<file path="src/design/flowlet_path_balancer_macros.svh">
// Assertion macros shared by the flowlet path balancer RTL.
`ifndef FLOWLET_PATH_BALANCER_MACROS_SVH
`define FLOWLET_PATH_BALANCER_MACROS_SVH

// Same-cycle implication, checked outside reset
`define FPB_ASSERT_NOW(label, clk, rst_n, ante, cons, msg) \
    label: assert property (@(posedge clk) disable iff (!rst_n) (ante) |-> (cons)) \
        else $error(msg);

// Next-cycle implication, checked outside reset
`define FPB_ASSERT_NEXT(label, clk, rst_n, ante, cons, msg) \
    label: assert property (@(posedge clk) disable iff (!rst_n) (ante) |=> (cons)) \
        else $error(msg);

`endif

</file>
<file path="src/design/fpb_pkg.sv">
// Package: types, constants and helpers of the flowlet path balancer.
`default_nettype none

package fpb_pkg;

    // Sizes
    localparam int DEF_TABLE_ENTRIES = 1024;
    localparam int PORTS             = 16;
    localparam int PORT_W            = 4;
    localparam int CFG_IDX_W         = 3;
    localparam int CFG_DATA_W        = 48;
    localparam int TIME_W            = 48;
    localparam int REM_W             = 17;

    // Register indexes
    localparam logic [CFG_IDX_W-1:0] REG_MODE            = 3'd0;
    localparam logic [CFG_IDX_W-1:0] REG_SEED            = 3'd1;
    localparam logic [CFG_IDX_W-1:0] REG_NODE_ID         = 3'd2;
    localparam logic [CFG_IDX_W-1:0] REG_FLOW_TIMEOUT    = 3'd3;
    localparam logic [CFG_IDX_W-1:0] REG_FLOWLET_TIMEOUT = 3'd4;
    localparam logic [CFG_IDX_W-1:0] REG_PORT_PRESENT    = 3'd5;
    localparam logic [CFG_IDX_W-1:0] REG_MAX_PORT        = 3'd6;

    // Balancing modes
    localparam logic [1:0] MODE_ECMP    = 2'd0;
    localparam logic [1:0] MODE_BURST   = 2'd1;
    localparam logic [1:0] MODE_FLOWLET = 2'd2;

    // Reset values
    localparam logic [31:0]     RST_SEED            = 32'd1806;
    localparam logic [TIME_W-1:0] RST_FLOW_TIMEOUT    = 48'd1000000;
    localparam logic [TIME_W-1:0] RST_FLOWLET_TIMEOUT = 48'd100000;
    localparam logic [15:0]     RST_PORT_PRESENT    = 16'hFFFF;
    localparam logic [PORT_W-1:0] RST_MAX_PORT        = 4'd15;

    // Hash constants
    localparam logic [31:0] MM_C1  = 32'hcc9e2d51;
    localparam logic [31:0] MM_C2  = 32'h1b873593;
    localparam logic [31:0] MM_ADD = 32'he6546b64;
    localparam logic [31:0] MM_F1  = 32'h85ebca6b;
    localparam logic [31:0] MM_F2  = 32'hc2b2ae35;

    // Controller states
    typedef enum logic [3:0] {
        ST_CLEAR,
        ST_IDLE,
        ST_HASH_KEY,
        ST_HASH_IDX,
        ST_MOD_IDX,
        ST_READ,
        ST_DECIDE,
        ST_HASH_EGR,
        ST_WRITE,
        ST_MOD_PORT,
        ST_OUT
    } ctrl_state_t;

    // Hash unit phases
    typedef enum logic [2:0] {
        HP_IDLE,
        HP_K1,
        HP_K2,
        HP_MIX,
        HP_FIN1,
        HP_FIN2,
        HP_DONE
    } hash_phase_t;

    // What the hash unit reads
    typedef enum logic [1:0] {
        HSRC_KEY,
        HSRC_FLOW,
        HSRC_EGR
    } hash_src_t;

    typedef struct packed {
        logic      clr_en;
        logic      in_load;
        logic      hash_start;
        hash_src_t hash_src;
        logic      f_load;
        logic      mod_start;
        logic      mod_div_port;
        logic      mod_from_sel;
        logic      idx_load;
        logic      mem_rd;
        logic      decide;
        logic      egr_load;
        logic      mem_wr;
        logic      out_load;
    } fpb_cmd_t;

    typedef struct packed {
        logic clr_done;
        logic hash_done;
        logic mod_done;
        logic use_table;
        logic need_rehash;
        logic out_free;
    } fpb_sts_t;

    typedef struct packed {
        logic              valid;
        logic [31:0]       key;
        logic [15:0]       count;
        logic              pinned;
        logic [31:0]       egress;
        logic [TIME_W-1:0] stamp;
    } burst_ent_t;

    typedef struct packed {
        logic              valid;
        logic [31:0]       egress;
        logic [TIME_W-1:0] stamp;
    } flow_ent_t;

    function automatic logic [31:0] rotl32(input logic [31:0] v, input int r);
        return (v << r) | (v >> (32 - r));
    endfunction

endpackage

`default_nettype wire

</file>
<file path="src/design/fpb_ctrl.sv">
// Controller state machine sequencing one packet through the datapath.
`default_nettype none

module fpb_ctrl (
    input  wire logic             clk,
    input  wire logic             rst_n,
    input  wire logic             in_valid,
    input  wire fpb_pkg::fpb_sts_t sts,
    output logic                  in_ready,
    output fpb_pkg::fpb_cmd_t     cmd
);

    fpb_pkg::ctrl_state_t state_reg, state_next;

    // State register
    always_ff @(posedge clk or negedge rst_n)
    begin
        if (!rst_n)
        begin
            state_reg <= fpb_pkg::ST_CLEAR;
        end
        else
        begin
            state_reg <= state_next;
        end
    end

    // Next state and commands
    always_comb
    begin
        state_next = state_reg;
        cmd        = '0;
        cmd.hash_src = fpb_pkg::HSRC_KEY;
        in_ready   = 1'b0;
        case (state_reg)
            fpb_pkg::ST_CLEAR:
            begin
                cmd.clr_en = 1'b1;
                if (sts.clr_done)
                begin
                    state_next = fpb_pkg::ST_IDLE;
                end
            end
            fpb_pkg::ST_IDLE:
            begin
                in_ready = 1'b1;
                if (in_valid)
                begin
                    cmd.in_load    = 1'b1;
                    cmd.hash_start = 1'b1;
                    cmd.hash_src   = fpb_pkg::HSRC_KEY;
                    state_next     = fpb_pkg::ST_HASH_KEY;
                end
            end
            fpb_pkg::ST_HASH_KEY:
            begin
                if (sts.hash_done)
                begin
                    cmd.f_load = 1'b1;
                    if (sts.use_table)
                    begin
                        cmd.hash_start = 1'b1;
                        cmd.hash_src   = fpb_pkg::HSRC_FLOW;
                        state_next     = fpb_pkg::ST_HASH_IDX;
                    end
                    else
                    begin
                        cmd.mod_start    = 1'b1;
                        cmd.mod_div_port = 1'b1;
                        state_next       = fpb_pkg::ST_MOD_PORT;
                    end
                end
            end
            fpb_pkg::ST_HASH_IDX:
            begin
                if (sts.hash_done)
                begin
                    cmd.mod_start = 1'b1;
                    state_next    = fpb_pkg::ST_MOD_IDX;
                end
            end
            fpb_pkg::ST_MOD_IDX:
            begin
                if (sts.mod_done)
                begin
                    cmd.idx_load = 1'b1;
                    state_next   = fpb_pkg::ST_READ;
                end
            end
            fpb_pkg::ST_READ:
            begin
                cmd.mem_rd = 1'b1;
                state_next = fpb_pkg::ST_DECIDE;
            end
            fpb_pkg::ST_DECIDE:
            begin
                cmd.decide = 1'b1;
                if (sts.need_rehash)
                begin
                    cmd.hash_start = 1'b1;
                    cmd.hash_src   = fpb_pkg::HSRC_EGR;
                    state_next     = fpb_pkg::ST_HASH_EGR;
                end
                else
                begin
                    state_next = fpb_pkg::ST_WRITE;
                end
            end
            fpb_pkg::ST_HASH_EGR:
            begin
                cmd.hash_src = fpb_pkg::HSRC_EGR;
                if (sts.hash_done)
                begin
                    cmd.egr_load = 1'b1;
                    state_next   = fpb_pkg::ST_WRITE;
                end
            end
            fpb_pkg::ST_WRITE:
            begin
                cmd.mem_wr       = 1'b1;
                cmd.mod_start    = 1'b1;
                cmd.mod_div_port = 1'b1;
                cmd.mod_from_sel = 1'b1;
                state_next       = fpb_pkg::ST_MOD_PORT;
            end
            fpb_pkg::ST_MOD_PORT:
            begin
                if (sts.mod_done)
                begin
                    state_next = fpb_pkg::ST_OUT;
                end
            end
            fpb_pkg::ST_OUT:
            begin
                if (sts.out_free)
                begin
                    cmd.out_load = 1'b1;
                    state_next   = fpb_pkg::ST_IDLE;
                end
            end
            default:
            begin
                state_next = fpb_pkg::ST_IDLE;
            end
        endcase
    end

endmodule

`default_nettype wire

</file>
<file path="config.mk">
export PLATFORM = sky130hd
export DESIGN_NAME = fpb_ctrl
export DESIGN_NICKNAME = d
export VERILOG_FILES = /design/src/design/flowlet_path_balancer_macros.svh /design/src/design/fpb_pkg.sv /design/src/design/fpb_ctrl.sv
export SDC_FILE = /design/constraint.sdc
export NUM_CORES = 1
export LEC_CHECK = 0
export BUFFER_PORTS_ARGS = -buffer_cell sky130_fd_sc_hd__buf_2
export CAP_MARGIN = 20
export CORE_AREA = 2 2 39 41
export DETAILED_ROUTE_END_ITERATION = 7
export DIE_AREA = 0 0 41 43
export GPL_ROUTABILITY_DRIVEN = 0
export GPL_TIMING_DRIVEN = 0
export MAX_ROUTING_LAYER = met4
export PLACE_DENSITY = 0.71
export REMOVE_ABC_BUFFERS = 1
export SKIP_CTS_REPAIR_TIMING = 1
export SYNTH_ARGS = -nofsm -noshare
export SYNTH_HDL_FRONTEND = slang
export SYNTH_SLANG_ARGS = --single-unit
</file>
<file path="constraint.sdc">
create_clock -name clk -period 3.86 [get_ports clk]
set_input_delay 0.772 -clock clk [delete_from_list [all_inputs] [get_ports clk]]
set_output_delay 0.772 -clock clk [all_outputs]
set_load 0.05 [all_outputs]
</file>
==> out/metrics.cfg, run 1 <==
[run_status]
status=finished clean

[layout]
largest_register_ffs=4
fillers=152
area_growth_pct=19.17
nNetsFinal=100
fin_util=0.4946
diodes=0
drive_above_1_share=0.3933

[yosys]
synth_mux_area_frac=0.1220
synthCells=71
synth.most_common_cell=nor2_1
synthSimpleGateAreaFrac=0.3682
synth_top_family_by_area=simple AND/OR/NAND/NOR gates
synth_seq_area_share=0.1743
synthDistinctLibCells=37
synth-compound-area-share=0.2309
synthTopCellsByCount=nor2_1, buf_2, nand2b_1, dfrtp_1, mux2_4
synth.area.top_cells=dfrtp_1, mux2_4, nor2_1
syn_area_sq_um=574.3
async_flop_share=1.000
syn_area_per_cell_sq_um=8.089
synth-seq-cells=4
yosysWarnings=0
synth-xor-area-share=0
synthFlopType=dfrtp_1
synth_edf_count=0
yosys.area.top_type=dfrtp_1
synth-adder-area-share=0
synth.top_cell.area_share=0.1743

[drt]
drt-initial-drc-count=11
dr.pass1.iters=4
ant_nets=0
drc=0
vias_per_cell=5.457
drt-total-wl_microns=1210
wl_per_cell_microns=11.52
dr_total_vias=573

[min_path]
hold_path.class=in -> async

[power]
power_uw=674.0
ir_worst_vdd_uv=400.6
p_comb_frac=0.685
p_switching_uw=381.7
p_int_uw=292.3
power_density_nw_per_um2=984.8
seqPwrFrac=0.238
clock_power_share=0.077
total_leakage_power_uw=0.0003465
sw_frac_of_total=0.5663

[setup_path]
crit_arrival_ps=1950
startpoint_type=register
worstPathMaxFanout=21
worst_setup_path_end_kind=primary output
reg2reg_slack_ps=1960
worst-setup-path-type=reg -> out
required_ps=3090
r2r_start=state_reg[1]
reg2regPathDepth=4
r2r-end=state_reg[0]

[timing]
fin_crit_sh=0.7053
finClkSkew_ps=0.1470
tightestPinTransition_ps=636.1
rsz0062_at_grt=false
setup_viol_count_final=0
hold_viol=0
slew_viol_final=0
min_period_ps=2723
max_slew_margin=0.5759
clock.fmax_ghz=0.3673

[run]
cap_violations=0

[global_routing]
grt.busiest_layer=met2
antenna_found_initial=0
grtUsageMet3=0.03141
met2_usage=0.2281
use_met1=0.2186
grt_pass1_wl_microns=1945
globalRouteOverflowTotal=0
grt_max_degree=23
grt_usage=0.1605
grt_pass1_vias=462

[placed_design]
port_buffers=24
dp_hpwl_microns=852.2

[clock_tree]
cts_tree=yes
htree_levels=1
worstSkewPairLatency_ps=230
cts_buffers=3
cts_root_buffer=clkbuf_4
clock-sinks=4
path_clk_slew_ps=40
clock_path_buffers=2

[die]
rows=14
start_util=0.4150
die_height_microns=43
die_w_microns=41
coreArea_sq_um=1384
io_pins=25
die_area_sq_um=1763

## worst max-delay path by stage
stage	cells past startpoint	slack (ps)	from	end
finish	5	1140	state_reg[1]	cmd[12]
global route	5	1010	state_reg[1]	cmd[12]
CTS	5	1130	state_reg[1]	cmd[12]
detailed placement	5	1390	state_reg[1]	cmd[12]
global placement	5	1430	state_reg[1]	cmd[12]
floorplan	3	-220	state_reg[2]	cmd[7]
## cell usage in the layout (no fill, tap or decap), drive strengths merged, types with 2 or more instances in the layout
master / synthesis / final
dfrtp: 4 / 4
nor4: 2 / 2
mux2: 4 / 4
and2: 2 / 2
nor3: 3 / 3
a32oi: 2 / 2
inv: 2 / 2
o21ai: 3 / 3
buf: 8 / 24
a21oi: 2 / 2
nand2b: 6 / 6
nor3b: 3 / 3
nand2: 2 / 2
nor2: 9 / 9
nor2b: 2 / 2
clkbuf: 1 / 3
## power by group through the flow
| stage | Clock (uW) | Sequential (uW) | Combinational [uW] |
|---|---|---|---|
| final | 52.1 | 160 | 462 |
| after global routing | 56.8 | 172 | 496 |
| after CTS | 53.9 | 159 | 466 |
| after detailed placement | 0 | 160 | 465 |
| after global placement | 0 | 158 | 461 |
| after floorplan | 0 | 134 | 399 |
## worst max-delay path, stage by stage (launching register included)
cell	delay [ps]
dfrtp_1	710
nor2b_1	270
and3_1	220
and2_1	140
o21bai_1	100
buf_2	280
## per-stage QoR
stage	setup TNS, ps	hold slack [ps]	std cells	instance area [sq um]	worst slack (ps)
after global placement	0	575.1	102	661.9	1431
after CTS	0	327.3	105	684.4	1126
after global routing	0	326.8	105	684.4	1012
final	0	331.4	105	684.4	1137
after detailed placement	0	577.7	102	661.9	1395
after floorplan	-216.3	476.4	62	521.8	-216.3
## cells by family after synthesis
kind of cell,count (synthesis)
DFF,4
AOI/OAI and AO/OA,16
muxes,5
and+or+nand+nor,35
buffers and inverters,11
## cell type report
cell class / instances / area, sq um / area share
Clock buffer: 3 / 22.52 / 0.03291
Sequential cell: 4 / 100.1 / 0.1463
Timing Repair Buffer: 24 / 120.1 / 0.1755
Inverter: 2 / 7.507 / 0.01097
Multi-Input combinational cell: 56 / 414.1 / 0.6051
Tap cell: 16 / 20.02 / 0.02925
## metal layers
layer	routed length (microns)	part of all wire	vias to the layer above
met4	17	0.014	0
met2	527	0.44	15
met1	606	0.50	263
li1	-	-	293
met3	59	0.049	2
met5	0	0	-
Power figures use the tool's default switching activity.
==> run 2: changes to the inputs <==
--- a/config.mk
+++ b/config.mk
@@ -7,13 +7,12 @@
 export LEC_CHECK = 0
 export BUFFER_PORTS_ARGS = -buffer_cell sky130_fd_sc_hd__buf_2
 export CAP_MARGIN = 20
-export CORE_AREA = 2 2 39 41
+export CORE_UTILIZATION = 41
 export DETAILED_ROUTE_END_ITERATION = 7
-export DIE_AREA = 0 0 41 43
 export GPL_ROUTABILITY_DRIVEN = 0
 export GPL_TIMING_DRIVEN = 0
 export MAX_ROUTING_LAYER = met4
-export PLACE_DENSITY = 0.71
+export PLACE_DENSITY = 0.7
 export REMOVE_ABC_BUFFERS = 1
 export SKIP_CTS_REPAIR_TIMING = 1
 export SYNTH_ARGS = -nofsm -noshare
==> constraint.sdc (replaced) <==
create_clock -name clk -period 2.25 [get_ports clk]
set_input_delay 0.45 -clock clk [delete_from_list [all_inputs] [get_ports clk]]
set_output_delay 0.45 -clock clk [all_outputs]
set_load 0.05 [all_outputs]
==> out/metrics.cfg, run 2 (synthesis gave the netlist of run 1 again) <==
[clock_tree]
clock-sinks=4  ; unchanged
clock_path_buffers=2  ; unchanged
path_clk_slew_ps=40  ; about the same
cts_tree=yes  ; unchanged
htree_levels=1  ; unchanged
cts_root_buffer=clkbuf_4  ; unchanged
cts_buffers=3  ; unchanged
worstSkewPairLatency_ps=230  ; about the same

[timing]
finClkSkew_ps=4.001  ; was 0.1470 ps
tightestPinTransition_ps=383.7  ; was 636.1 ps
rsz0062_at_grt=false  ; unchanged
clock.fmax_ghz=0.4636
hold_viol=0  ; unchanged
setup_viol_count_final=0  ; unchanged
slew_viol_final=0  ; unchanged
fin_crit_sh=0.9586
timing.final.ws_setup_ps=93.18  ; was 1137 ps
max_slew_margin=0.7442  ; was 0.5759
min_period_ps=2157

[die]
io_pins=25  ; unchanged
die_area_sq_um=1554  ; was 1763 sq um
start_util=0.4413  ; was 0.4150
die_height_microns=39.43  ; was 43 microns
die_w_microns=39.43  ; was 41 microns
rows=13  ; was 14
coreArea_sq_um=1301  ; was 1384 sq um

[setup_path]
crit_arrival_ps=1710  ; was 1950 ps
worst-setup-path-type=reg -> out  ; unchanged
startpoint_type=register  ; unchanged
critPathBufInv=1  ; unchanged
crit_chain=nor2b_1, and3_1, and2_1, o21bai_1, buf_2  ; unchanged
worst_setup_path_end_kind=primary output  ; unchanged
worstPathMaxFanout=21  ; unchanged
worst_path_largest_cell_delay_ps=530  ; was 710 ps
crit_path_top_delay_cell=dfrtp_4  ; was dfrtp_1
cp_top_family=simple AND/OR/NAND/NOR gates  ; was flip-flops
required_ps=1800  ; was 3090 ps

[power]
power_uw=1171  ; was 674.0 uW
total_leakage_power_uw=0.0003417  ; was 0.0003465 uW
power_density_nw_per_um2=1695  ; was 984.8 nW/um^2
ir_worst_vdd_uv=595.2  ; was 400.6 uV

[global_routing]
globalRouteOverflowTotal=0  ; unchanged
antenna_found_initial=0  ; unchanged
grt_pass1_wl_microns=1980  ; was 1945 microns
met2_usage=0.2910  ; was 0.2281
grt_max_degree=23  ; unchanged
grtUsageMet3=0.01705  ; was 0.03141
use_met1=0.2466  ; was 0.2186
grt.busiest_layer=met2  ; unchanged
grt_usage=0.1839  ; was 0.1605
grt_pass1_vias=460  ; was 462

[drt]
drt-initial-drc-count=9  ; was 11
vias_per_cell=5.500  ; was 5.457
wl_per_cell_microns=11.73  ; was 11.52 microns
dr_total_vias=572  ; was 573
drc=0  ; unchanged
dr.pass1.iters=4  ; unchanged
drt-total-wl_microns=1220  ; was 1210 microns
ant_nets=0  ; unchanged

[placed_design]
place_inst=101  ; was 102
port_buffers=24  ; unchanged
placed_cell_area_sq_um=660.6  ; was 661.9 sq um
dp_slack_ps=137.3  ; was 1395 ps
dp_hpwl_microns=821.3  ; was 852.2 microns

[layout]
area_growth_pct=20.26  ; was 19.17%
drive_above_1_share=0.4382  ; was 0.3933
final_cell_mix=buf_2, nor2_1, nand2b_1  ; unchanged
multi_input_area_sq_um=414.1  ; unchanged
regArea_sq_um=107.6  ; was 100.1 sq um
final_area_sq_um=690.7  ; was 684.4 sq um
diodes=0  ; unchanged
fillers=132  ; was 152
fin_cells=104  ; was 105
nNetsFinal=100  ; unchanged
final_common_cell=buf_2  ; unchanged
largest_register_ffs=4  ; unchanged

[min_path]
hold_path.class=in -> async  ; unchanged

[run_status]
status=finished clean  ; unchanged

[run]
cap_violations=0  ; unchanged

-- run 2: cell counts in the layout (fill, tap and decap cells not counted) --
Identical to the previous run, type by type.
-- run 2: power by group --
group | leakage (uW) | internal [uW] | switching (uW)
clock network | 0.0000138 | 59.4 | 26.0
logic | 0.000283 | 336 | 457
registers | 0.0000448 | 117 | 176
total | 0.000342 | 512 | 659
-- run 2: layout make-up --
| class | instances | area share |
|---|---|---|
| Clock buffer | 3 | 0.03261 |
| Sequential cell | 4 | 0.1558 |
| Multi-Input combinational cell | 56 | 0.5996 |
| Timing Repair Buffer | 24 | 0.1739 |
| Tap cell | 15 | 0.02717 |
| Inverter | 2 | 0.01087 |
-- run 2: routing by layer --
layer	vias to the layer above	part of all wire
met2	15	0.47
met5	-	0
met1	261	0.48
met3	0	0.045
li1	296	-
met4	0	0
-- run 2: stage by stage --
| stage | utilization | setup TNS (ps) | hold WS (ps) |
|---|---|---|---|
| floorplan | - | -5763 | 154.4 |
| global placement | 0.5077 | 0 | 252.5 |
| detailed placement | 0.5077 | 0 | 256.2 |
| CTS | 0.5250 | -115.5 | 9.544 |
| global route | 0.5308 | 0 | 13.15 |
| finish | 0.5308 | 0 | 14.51 |
-- run 2: worst paths after layout --
check / startpoint / endpoint / slack (ps) / depth (start not counted)
worst max-delay path: state_reg[1] / cmd[12] / 90 / 5
worst min-delay path: rst_n / state_reg[3] / 10 / 1
worst max register to register: state_reg[1] / state_reg[2] / 450 / 4
worst min register to register: state_reg[1] / state_reg[1] / 750 / 1
max in group asynchronous: rst_n / state_reg[1] / 2100 / 1
min in group clk: sts[1] / state_reg[0] / 690 / 3
